**config.mk**
```make
export PLATFORM = sky130hd
export DESIGN_NAME = window_rate_mood_classifier
export DESIGN_NICKNAME = d
export VERILOG_FILES = /design/src/sv/wrmc_pkg.sv /design/src/sv/window_rate_mood_classifier.sv /design/src/sv/wrmc_history.sv /design/src/sv/wrmc_rate.sv
export SDC_FILE = /design/constraint.sdc
export NUM_CORES = 2
export LEC_CHECK = 0
export ABC_AREA = 1
export ABC_CLOCK_PERIOD_IN_PS = 8340
export BUFFER_PORTS_ARGS = -buffer_cell sky130_fd_sc_hd__buf_2
export CORE_MARGIN = 2
export CORE_UTILIZATION = 40
export CTS_BUF_LIST = sky130_fd_sc_hd__clkbuf_16
export DETAILED_ROUTE_END_ITERATION = 12
export GPL_TIMING_DRIVEN = 0
export PLACE_DENSITY_LB_ADDON = 0.3
export SETUP_SLACK_MARGIN = 0.4
export SYNTH_ARGS = -nofsm -noshare
export SYNTH_HDL_FRONTEND = slang
export SYNTH_SLANG_ARGS = --single-unit
```
**constraint.sdc**
```tcl
create_clock -name aclk -period 8.34 [get_ports aclk]
set_input_delay 0 -clock aclk [delete_from_list [all_inputs] [get_ports aclk]]
set_output_delay 0 -clock aclk [all_outputs]
set_load 0.05 [all_outputs]
```
**src/sv/wrmc_pkg.sv**
```systemverilog
// Shared types, widths and constants of the window rate mood classifier.
package wrmc_pkg;

    localparam int RING_DEPTH = 6;
    localparam int IDX_W      = $clog2(RING_DEPTH);
    localparam int FILL_W     = $clog2(RING_DEPTH + 1);

    localparam int TIME_W   = 32;
    localparam int LEVEL_W  = 14;
    localparam int MOOD_W   = 2;
    localparam int HELD_W   = 3;
    localparam int MIN_W    = 16;
    localparam int LHS_W    = LEVEL_W + MIN_W;
    localparam int PROD_W   = TIME_W + LEVEL_W;

    localparam int S_TDATA_W = ((TIME_W + LEVEL_W + 7) / 8) * 8;
    localparam int M_TDATA_W = ((MOOD_W + 1 + HELD_W + 7) / 8) * 8;

    localparam int CFG_IDX_W  = 3;
    localparam int CFG_DATA_W = 32;

    // milliseconds per minute
    localparam logic [MIN_W-1:0] MS_PER_MIN = MIN_W'(60000);

    // configuration register indexes
    localparam logic [CFG_IDX_W-1:0] REG_MIN_WINDOW    = CFG_IDX_W'(0);
    localparam logic [CFG_IDX_W-1:0] REG_THRESH_NORMAL = CFG_IDX_W'(1);
    localparam logic [CFG_IDX_W-1:0] REG_THRESH_ACTIVE = CFG_IDX_W'(2);
    localparam logic [CFG_IDX_W-1:0] REG_THRESH_HEAVY  = CFG_IDX_W'(3);
    localparam logic [CFG_IDX_W-1:0] REG_RESET_DROP    = CFG_IDX_W'(4);

    localparam logic [TIME_W-1:0]  MIN_WINDOW_RST    = TIME_W'(240000);
    localparam logic [LEVEL_W-1:0] THRESH_NORMAL_RST = LEVEL_W'(10);
    localparam logic [LEVEL_W-1:0] THRESH_ACTIVE_RST = LEVEL_W'(20);
    localparam logic [LEVEL_W-1:0] THRESH_HEAVY_RST  = LEVEL_W'(33);
    localparam logic [LEVEL_W-1:0] RESET_DROP_RST    = LEVEL_W'(500);

    localparam logic [MOOD_W-1:0] MOOD_IDLE   = MOOD_W'(0);
    localparam logic [MOOD_W-1:0] MOOD_NORMAL = MOOD_W'(1);
    localparam logic [MOOD_W-1:0] MOOD_ACTIVE = MOOD_W'(2);
    localparam logic [MOOD_W-1:0] MOOD_HEAVY  = MOOD_W'(3);

    typedef struct packed {
        logic [TIME_W-1:0]  span_floor_ms;
        logic [LEVEL_W-1:0] thresh_normal;
        logic [LEVEL_W-1:0] thresh_active;
        logic [LEVEL_W-1:0] thresh_heavy;
        logic [LEVEL_W-1:0] reset_drop;
    } cfg_t;

    // window summary handed from the history stage to the rate stage
    typedef struct packed {
        logic               cleared;
        logic [FILL_W-1:0]  fill;
        logic               few;
        logic [TIME_W-1:0]  dt;
        logic [LEVEL_W-1:0] dp;
    } hist_t;

endpackage

```
**src/sv/window_rate_mood_classifier.sv**
```systemverilog
// Top level of the window rate mood classifier: ports, configuration registers, input register.
//
// Usage
//   Slave channel s_*: one utilisation sample per transfer (timestamp in ms,
//   level in 0.01 % units). Master channel m_*: one result per sample, in order.
//   Config port: cfg_wr_en/cfg_index/cfg_wdata write one register per cycle;
//   change registers only while no sample is in flight.
// Timing
//   Four register stages: input register, history/window stage, product stage,
//   result register; each sample passes through them in that order.
//   One sample per cycle is sustained while m_tready stays high: every stage
//   does its share of the work and hands on as the next stage takes the previous item.
// Reset
//   aresetn (synchronous, active low) empties the history, drops any item in
//   flight and restores the register defaults. History payload is not cleared.
// Back-pressure
//   Each stage stalls only when the stage after it is full, so bubbles are
//   squeezed out; with m_tready low the pipe fills and s_tready falls after
//   four items are held.
module window_rate_mood_classifier (
    input  logic                              aclk,
    input  logic                              aresetn,
    // slave channel
    input  logic                              s_tvalid,
    output logic                              s_tready,
    input  logic [wrmc_pkg::S_TDATA_W-1:0]    s_tdata,   // time_ms[31:0], usage_level[45:32]
    // master channel
    output logic                              m_tvalid,
    input  logic                              m_tready,
    output logic [wrmc_pkg::M_TDATA_W-1:0]    m_tdata,   // mood[1:0], history_cleared[2],
                                                         // samples_held[5:3]
    // configuration write port
    input  logic                              cfg_wr_en,
    input  logic [wrmc_pkg::CFG_IDX_W-1:0]    cfg_index,
    input  logic [wrmc_pkg::CFG_DATA_W-1:0]   cfg_wdata
);
    import wrmc_pkg::*;

    cfg_t               cfg_reg;
    logic               in_valid_reg;
    logic [TIME_W-1:0]  in_time_reg;
    logic [LEVEL_W-1:0] in_level_reg;
    logic               h_in_ready;

    logic               hist_valid;
    logic               hist_ready;
    hist_t              hist;

    logic [MOOD_W-1:0]        out_mood;
    logic                     out_cleared;
    logic [FILL_W-1:0]        out_fill;
    logic [FILL_W+HELD_W-1:0] fill_ext;
    logic [HELD_W-1:0]        samples_held;

    // configuration registers; out-of-range indexes are ignored
    always_ff @(posedge aclk) begin
        if (!aresetn) begin
            cfg_reg.span_floor_ms <= MIN_WINDOW_RST;
            cfg_reg.thresh_normal <= THRESH_NORMAL_RST;
            cfg_reg.thresh_active <= THRESH_ACTIVE_RST;
            cfg_reg.thresh_heavy  <= THRESH_HEAVY_RST;
            cfg_reg.reset_drop    <= RESET_DROP_RST;
        end else if (cfg_wr_en) begin
            case (cfg_index)
                REG_MIN_WINDOW:    cfg_reg.span_floor_ms <= cfg_wdata[TIME_W-1:0];
                REG_THRESH_NORMAL: cfg_reg.thresh_normal <= cfg_wdata[LEVEL_W-1:0];
                REG_THRESH_ACTIVE: cfg_reg.thresh_active <= cfg_wdata[LEVEL_W-1:0];
                REG_THRESH_HEAVY:  cfg_reg.thresh_heavy  <= cfg_wdata[LEVEL_W-1:0];
                REG_RESET_DROP:    cfg_reg.reset_drop    <= cfg_wdata[LEVEL_W-1:0];
                default: ;
            endcase
        end
    end

    // input register
    assign s_tready = !in_valid_reg || h_in_ready;

    always_ff @(posedge aclk) begin
        if (!aresetn) begin
            in_valid_reg <= 1'b0;
        end else if (s_tready) begin
            in_valid_reg <= s_tvalid;
        end
    end

    always_ff @(posedge aclk) begin
        if (s_tvalid && s_tready) begin
            in_time_reg  <= s_tdata[TIME_W-1:0];
            in_level_reg <= s_tdata[TIME_W+LEVEL_W-1:TIME_W];
        end
    end

    wrmc_history u_history (
        .aclk       (aclk),
        .aresetn    (aresetn),
        .in_valid   (in_valid_reg),
        .in_ready   (h_in_ready),
        .in_time    (in_time_reg),
        .in_level   (in_level_reg),
        .reset_drop (cfg_reg.reset_drop),
        .hist_valid (hist_valid),
        .hist_ready (hist_ready),
        .hist       (hist)
    );

    wrmc_rate u_rate (
        .aclk        (aclk),
        .aresetn     (aresetn),
        .cfg         (cfg_reg),
        .hist_valid  (hist_valid),
        .hist_ready  (hist_ready),
        .hist        (hist),
        .out_valid   (m_tvalid),
        .out_ready   (m_tready),
        .out_mood    (out_mood),
        .out_cleared (out_cleared),
        .out_fill    (out_fill)
    );

    // sample count is reported in a fixed 3-bit field
    assign fill_ext     = {{HELD_W{1'b0}}, out_fill};
    assign samples_held = fill_ext[HELD_W-1:0];
    assign m_tdata      = M_TDATA_W'({samples_held, out_cleared, out_mood});

endmodule

```
**src/sv/wrmc_history.sv**
```systemverilog
// Sample history shift line, drop detection and window span/rise.
module wrmc_history (
    input  logic                         aclk,
    input  logic                         aresetn,
    input  logic                         in_valid,
    output logic                         in_ready,
    input  logic [wrmc_pkg::TIME_W-1:0]  in_time,
    input  logic [wrmc_pkg::LEVEL_W-1:0] in_level,
    input  logic [wrmc_pkg::LEVEL_W-1:0] reset_drop,
    output logic                         hist_valid,
    input  logic                         hist_ready,
    output wrmc_pkg::hist_t              hist
);
    import wrmc_pkg::*;

    // tap 0 is the newest sample
    logic [TIME_W-1:0]  tap_time_reg  [RING_DEPTH];
    logic [LEVEL_W-1:0] tap_level_reg [RING_DEPTH];
    logic [FILL_W-1:0]  fill_reg, fill_next;
    logic               valid_reg;
    hist_t              hist_reg, hist_next;
    logic               fire;
    logic               clear;
    logic [FILL_W-1:0]  old_pos;
    logic [IDX_W-1:0]   old_idx;
    logic [TIME_W-1:0]  old_time;
    logic [LEVEL_W-1:0] old_level;

    assign in_ready   = !valid_reg || hist_ready;
    assign fire       = in_valid && in_ready;
    assign hist_valid = valid_reg;
    assign hist       = hist_reg;

    always_comb begin
        clear = (fill_reg != '0) &&
                (({1'b0, in_level} + {1'b0, reset_drop}) < {1'b0, tap_level_reg[0]});
        if (clear) begin
            fill_next = FILL_W'(1);
        end else if (fill_reg == FILL_W'(RING_DEPTH)) begin
            fill_next = fill_reg;
        end else begin
            fill_next = fill_reg + FILL_W'(1);
        end
        // oldest after the shift sits one tap lower before it
        old_pos   = fill_next - FILL_W'(2);
        old_idx   = old_pos[IDX_W-1:0];
        old_time  = tap_time_reg[old_idx];
        old_level = tap_level_reg[old_idx];

        hist_next.cleared = clear;
        hist_next.fill    = fill_next;
        hist_next.few     = fill_next < FILL_W'(2);
        hist_next.dt      = in_time - old_time;
        hist_next.dp      = (in_level > old_level) ? (in_level - old_level) : '0;
    end

    always_ff @(posedge aclk) begin
        if (!aresetn) begin
            valid_reg <= 1'b0;
            fill_reg  <= '0;
        end else begin
            if (in_ready) valid_reg <= in_valid;
            if (fire) fill_reg <= fill_next;
        end
    end

    always_ff @(posedge aclk) begin
        if (fire) begin
            hist_reg         <= hist_next;
            tap_time_reg[0]  <= in_time;
            tap_level_reg[0] <= in_level;
            for (int i = 1; i < RING_DEPTH; i++) begin
                tap_time_reg[i]  <= tap_time_reg[i-1];
                tap_level_reg[i] <= tap_level_reg[i-1];
            end
        end
    end

endmodule

```
**src/sv/wrmc_rate.sv**
```systemverilog
// Cross-multiplied rate products and threshold binning into the result register.
module wrmc_rate (
    input  logic                         aclk,
    input  logic                         aresetn,
    input  wrmc_pkg::cfg_t               cfg,
    input  logic                         hist_valid,
    output logic                         hist_ready,
    input  wrmc_pkg::hist_t              hist,
    output logic                         out_valid,
    input  logic                         out_ready,
    output logic [wrmc_pkg::MOOD_W-1:0]  out_mood,
    output logic                         out_cleared,
    output logic [wrmc_pkg::FILL_W-1:0]  out_fill
);
    import wrmc_pkg::*;

    // product stage
    logic               pv_reg;
    logic               p_short_reg;
    logic               p_cleared_reg;
    logic [FILL_W-1:0]  p_fill_reg;
    logic [LHS_W-1:0]   lhs_reg,  lhs_next;
    logic [PROD_W-1:0]  pn_reg,   pn_next;
    logic [PROD_W-1:0]  pa_reg,   pa_next;
    logic [PROD_W-1:0]  ph_reg,   ph_next;
    logic               p_ready;

    // result stage
    logic               ov_reg;
    logic [MOOD_W-1:0]  mood_reg, mood_next;
    logic               cleared_reg;
    logic [FILL_W-1:0]  fill_reg;
    logic [PROD_W-1:0]  lhs_ext;

    assign p_ready    = !ov_reg || out_ready;
    assign hist_ready = !pv_reg || p_ready;

    assign lhs_next = LHS_W'(hist.dp) * LHS_W'(MS_PER_MIN);
    assign pn_next  = PROD_W'(cfg.thresh_normal) * PROD_W'(hist.dt);
    assign pa_next  = PROD_W'(cfg.thresh_active) * PROD_W'(hist.dt);
    assign ph_next  = PROD_W'(cfg.thresh_heavy)  * PROD_W'(hist.dt);

    always_comb begin
        lhs_ext = PROD_W'(lhs_reg);
        if (p_short_reg) begin
            mood_next = MOOD_IDLE;
        end else if (lhs_ext < pn_reg) begin
            mood_next = MOOD_IDLE;
        end else if (lhs_ext < pa_reg) begin
            mood_next = MOOD_NORMAL;
        end else if (lhs_ext < ph_reg) begin
            mood_next = MOOD_ACTIVE;
        end else begin
            mood_next = MOOD_HEAVY;
        end
    end

    always_ff @(posedge aclk) begin
        if (!aresetn) begin
            pv_reg <= 1'b0;
            ov_reg <= 1'b0;
        end else begin
            if (hist_ready) pv_reg <= hist_valid;
            if (p_ready)    ov_reg <= pv_reg;
        end
    end

    always_ff @(posedge aclk) begin
        if (hist_valid && hist_ready) begin
            p_short_reg   <= hist.few || (hist.dt < cfg.span_floor_ms);
            p_cleared_reg <= hist.cleared;
            p_fill_reg    <= hist.fill;
            lhs_reg       <= lhs_next;
            pn_reg        <= pn_next;
            pa_reg        <= pa_next;
            ph_reg        <= ph_next;
        end
        if (pv_reg && p_ready) begin
            mood_reg    <= mood_next;
            cleared_reg <= p_cleared_reg;
            fill_reg    <= p_fill_reg;
        end
    end

    assign out_valid   = ov_reg;
    assign out_mood    = mood_reg;
    assign out_cleared = cleared_reg;
    assign out_fill    = fill_reg;

endmodule
```
# == Word level (Yosys, flattened, before mapping) ==
# Memory sizes are Yosys's and may differ from the RTL's.
# Cells that the tools add are included.
# totals
reg_bits,366
ramBits,276
out_inout_bits,10
word_cells,80
memories,2
# op_classes
n_addsub,5
multipliers,4
order_cmp,7
n_eq_ne,5
muxes,6
reduce_logical,23
# mem_list
name,words,width,rd,rd_ports_with_merged_regs,wr,line,rtl
u_history.tap_time_reg,6,32,6,0,6,wrmc_history.sv:17,logic [TIME_W-1:0] tap_time_reg [RING_DEPTH];
u_history.tap_level_reg,6,14,6,0,6,wrmc_history.sv:18,logic [LEVEL_W-1:0] tap_level_reg [RING_DEPTH];
# ops
op,count
$lt 30x46->1,3
$mul 14x32->46,3
$lt 32x32->1,1
$sub 32x32->32,1
$mul 14x11->25 const B,1
$add 14x14->15,1
$lt 15x14->1,1
$gt 14x14->1,1
$sub 14x14->14,1
$reduce_and 2->1,5
$eq 3x2->1 const B,2
$eq 3x3->1 const B,2
$mux 3,2
$logic_and 1x1->1,5
$logic_or 1x1->1,5
$logic_not 1->1,4
$mux 1,4
$add 3x1->3 const B,1
$eq 3x1->1 const B,1
$logic_not 3->1,1
$lt 3x2->1 const B,1
$reduce_bool 3->1,1
$reduce_or 3->1,1
$sub 3x2->3 const B,1
$reduce_or 2->1,1

# == Logic depth before layout (Yosys ltp) ==
# logic_depth
depth_word,7
depth_mapped,44
mapped_depth_nobuf,40

# == Modules after synthesis ==
# From an unflattened synthesis, not the netlist that was laid out.
# hier_totals
hier_cells,9644
hier_area_um2,78592.9
# modules_own_cells
module,instances,cells_per_inst,area_each_um2,seq_area_each_um2
wrmc_rate,1,7661,57787.9,5265.0
wrmc_history,1,1421,15792.6,9899.5
window_rate_mood_classifier,1,562,5012.3,3163.0

# == Least setup slack after synthesis ==
# Ideal clock, no wire load.
# synth_timing
path_kind,register -> register
startpoint,"reg u_rate.ov_reg, in the netlist u_rate.out_valid"
endpoint,reg u_history.fill_reg[1]
setup_ns,0.171
arrival_ns,7.961
required_ns,8.169
setup_slack_ns,0.207
path_stages_with_launch,12
path_buffers,0
period_less_slack_ns,8.133
path_cell_list,dfxtp_1 -> inv_1 -> nor2_1 -> inv_1 -> nor2_1 -> inv_1 -> nor2_1 -> inv_1 -> nand2_1 -> inv_1 -> o21ai_0 -> a21oi_1
# synth_between
elab_chain_len,5
# synth_rtl
item,line,rtl
start: declaration,wrmc_rate.sv:29,logic ov_reg;
start signal: assignment,wrmc_rate.sv:64,if (p_ready) ov_reg <= pv_reg;
$logic_not 1->1,wrmc_rate.sv:35,assign p_ready = !ov_reg || out_ready;
$logic_or 1x1->1,wrmc_rate.sv:35,
$logic_or 1x1->1,wrmc_rate.sv:36,assign hist_ready = !pv_reg || p_ready;
$logic_or 1x1->1,wrmc_history.sv:29,assign in_ready = !valid_reg || hist_ready;
$logic_and 1x1->1,wrmc_history.sv:30,assign fire = in_valid && in_ready;
named net u_history.fire,wrmc_history.sv:22,logic fire;
end signal: assignment,wrmc_history.sv:63,if (fire) fill_reg <= fill_next;
end: declaration,wrmc_history.sv:19,"logic [FILL_W-1:0] fill_reg, fill_next;"
# The timed path passes the listed nets, and every way through them passes these cells.
# A chain may end at the register's enable or synchronous reset.

# == Worst setup path in the final report ==
# layout_timing
startpoint,"reg u_history.hist_reg, in the netlist u_history.hist[25]"
endpoint,"reg u_rate.ph_reg[40], data pin"
# layout_between
elab_chain_len,1
# layout_rtl
item,line,rtl
start: declaration,wrmc_history.sv:21,"hist_t hist_reg, hist_next;"
start signal: assignment,wrmc_history.sv:69,hist_reg <= hist_next;
$mul 14x32->46,wrmc_rate.sv:41,assign ph_next = PROD_W'(cfg.thresh_heavy) * PROD_W'(hist.dt);
named net u_rate.ph_next[40],wrmc_rate.sv:25,"logic [PROD_W-1:0] ph_reg, ph_next;"
end signal: assignment,wrmc_rate.sv:76,ph_reg <= ph_next;
end: declaration,wrmc_rate.sv:25,
# The timed path passes the listed nets, and every way through them passes these cells.

==> impl_metrics.env <==
export IMPL_status="finished, final reports clean"
export IMPL_max_slew_margin_pct=6.82
export IMPL_crit_fanout=10
export IMPL_worst_path_buf_inv=6
export IMPL_die_height_um=435
export IMPL_grt_pass1_vias=60349
export IMPL_finalCriticalPeriod_ns=7.96
export IMPL_wl_um=266000
export IMPL_synthSimpleGateAreaFrac_pct=14.6
export IMPL_initial_core_util_pct=40.2
export IMPL_postPlaceCellArea_um2=78300
export IMPL_worstReg2RegEnd="u_rate.ph_reg[40]"
export IMPL_timing_rr_start="u_history.hist[25]"
export IMPL_yosysWarningCount=0
export IMPL_vias=59142
export IMPL_crit_top_cell="fa_1"
export IMPL_hold_path_class="in2reg"
export IMPL_gp_congestion=1.03
export IMPL_synth_top_area_share_pct=30.2
export IMPL_dp_cells=11067
export IMPL_overflow=0
export IMPL_setup_worst_path_end_class="register"
export IMPL_grt_antenna_before_repair=20
export IMPL_synth_xor_area_share_pct=2.39
export IMPL_power_density_nw_per_um2=355
export IMPL_muxShareOfSynthArea_pct=0
export IMPL_synth_top_family_by_area="adder cells"
export IMPL_irDropWorstVdd_mv=0.358
export IMPL_seq_area_frac_synth_pct=24.6
export IMPL_std_cell_rows=158
export IMPL_hpwl_um=219000
export IMPL_finalSetupViolations=0
export IMPL_synthAdderAreaFrac_pct=40.1
export IMPL_layout_common_cells="nand2_1, inv_1, fa_1"
export IMPL_crit_required_ns=8.72
export IMPL_design_area_um2=81800
export IMPL_hold_viol=0
export IMPL_dr_pass1_iters=8
export IMPL_synthTopCellsByArea="fa_1, edfxtp_1, nand2_1"
export IMPL_cts_tree="yes"
export IMPL_ios=98
export IMPL_path_delay_family="adder cells"
export IMPL_final_util_pct=44.1
export IMPL_clk_latency_ns=0.67
export IMPL_drive_gt1_share_pct=3.95
export IMPL_die_width_um=435
export IMPL_worst_r2r_path_depth=22
export IMPL_fmax_mhz=126
export IMPL_synth_compound_area_share_pct=6.38
export IMPL_clock_path_buffers=3
export IMPL_root_buffer="clkbuf_16"
export IMPL_dr_first_iter_drc_count=6575
export IMPL_htreeDepth=3
export IMPL_avgSynthCellArea_um2=8.78
export IMPL_syn_to_final_growth_pct=9.79
export IMPL_drv_cap=0
export IMPL_leakagePower_nw=41.0
export IMPL_crit_cells=22
export IMPL_hold_start="s_tdata[2]"
export IMPL_crit_type="reg2reg"
export IMPL_clkTransAtPathRegs_ns=0.07
export IMPL_grt_pass1_wl_um=392000
export IMPL_drc_errors=0
export IMPL_worst_hold_path_endpoint="in_time_reg[2]"
export IMPL_ys_ff_latch=642
export IMPL_worstPathArrival_ns=8.34
export IMPL_syn_inst=8482
export IMPL_nFillCells=18198
export IMPL_largest_register_ffs=192
export IMPL_hold_depth=2
export IMPL_dieArea_um2=190000
export IMPL_core_area_um2=185000
export IMPL_p_total_mw=29.0
export IMPL_cts_buffers=71
export IMPL_synth_edf_count=547
export IMPL_rsz0062_at_grt="false"
export IMPL_tightest_slew_ns=1.40
export IMPL_start_kind="register"
export IMPL_fin_skew_ns=0.0314
export IMPL_reg2reg_setup_slack_ns=0.38
export IMPL_track_usage_pct=28.1
export IMPL_cp_slowest_stage_delay_ns=0.68
export IMPL_numClockSinks=642
export IMPL_synth_area_leader_cell="fa_1"
export IMPL_instances_no_fill=11302
export IMPL_layout_commonest_cell="nand2_1"
export IMPL_viasPerCell=5.23
export IMPL_synth_area_um2=74500
export IMPL_crit_chain="clkbuf_1 > clkbuf_1 > nand2_1 > fa_1 > inv_1 > fa_1 > fa_1 > fa_1 > fa_1 > inv_1 > fa_1 > inv_1 > ha_1 > nand2_1 > nor2_1 > inv_1 > nor2_1 > nand4_1 > o211ai_1 > a21oi_1 > o21ai_0 > xor2_1"
export IMPL_finalNetCount=10552
export IMPL_crit_slowest_cell="clkbuf_1"
export IMPL_ys_flop_type="edfxtp_1"
export IMPL_fin_crit_sh_pct=95.5
export IMPL_wl_per_cell_um=23.5
export IMPL_ys_types=62
export IMPL_ant_nets=0
export IMPL_async_flop_share_pct=0
export IMPL_numPortBuffers=92
export IMPL_slew_violations=0
export IMPL_grt_max_degree=90
## kinds of logic (layout without fill, tap and decap cells)
kind of cell               count (synthesis)  in the layout
AOI/OAI and AO/OA                        838            838
xor gates and xnor gates                 203            203
adders and majority gates               1710           1710
buffers and inverters                   2332           2659
DFF                                      642            642
other                                      1             14
and+or+nand+nor                         2756           2756
## final cells by class
cell class	count	area, µm²	share of cell area (%)
buffer	405	1720	2.10
inverter	1927	7250	8.86
clock buffer	73	1830	2.23
timing repair buffer	198	1630	2.00
antenna	12	30.0	0.0367
tap	2480	3100	3.80
multi-input combinational	5509	47300	57.8
sequential	642	18300	22.4
clock inverter	56	577	0.706
## report_power, final
part / switching (mW) / leakage, nW / internal (mW)
clock: 1.41 / 1.20 / 1.89
combinational: 14.0 / 33.9 / 6.59
sequential: 0.415 / 5.90 / 4.65
## worst max path at each step
stage                            start                       endpoint  slack [ns]
detailed placement     in_level_reg[0]             u_history.hist[44]        0.14
global route           in_level_reg[0]             u_history.hist[32]        0.40
finish              u_history.hist[25]              u_rate.ph_reg[40]        0.38
floorplan             u_rate.out_valid              u_history.hist[0]        1.77
CTS                 u_history.hist[33]              u_rate.pa_reg[44]        0.44
global placement      u_rate.out_valid  u_history.tap_time_reg[5][13]       -0.17
## synth_stat cells, drive strengths merged, types with 32 or more instances
master	count
ha	585
a21oi	380
o21ai	253
nor2	427
nand4	32
a31oi	36
nand2	2023
edfxtp	547
buf	37
o211ai	61
nand3	178
xor2	122
nor3	37
xnor2	81
fa	1125
clkbuf	368
dfxtp	95
inv	1926
## metal layers
| metal | up-vias | part of all wire [%] | GRT usage (%) |
|---|---|---|---|
| met5 | - | 0.031 | 0 |
| met1 | 29374 | 40 | 37.7 |
| met2 | 2838 | 44 | 43.0 |
| met3 | 574 | 10 | 6.55 |
| li1 | 26342 | - | - |
| met4 | 14 | 5.6 | 13.5 |
## stage by stage
| stage | TNS, ns | setup slack (ns) | hold slack [ns] |
|---|---|---|---|
| floorplan | 0 | 1.77 | 0.0989 |
| global placement | -40.66 | -0.167 | 0.176 |
| detailed placement | 0 | 0.142 | 0.178 |
| CTS | 0 | 0.444 | 0.00309 |
| global route | 0 | 0.400 | 0.0271 |
| finish | 0 | 0.378 | 0.0530 |
## what timing repair did
| action | in CTS | in global routing |
|---|---|---|
| setup endpoints to repair | 9 | 75 |
| setup buffers | 0 | 1 |
| gates resized for setup | 4 | 145 |
| hold endpoints to repair | 154 | 0 |
| hold buffers | 93 | 0 |
Power figures use the tool's default switching activity.
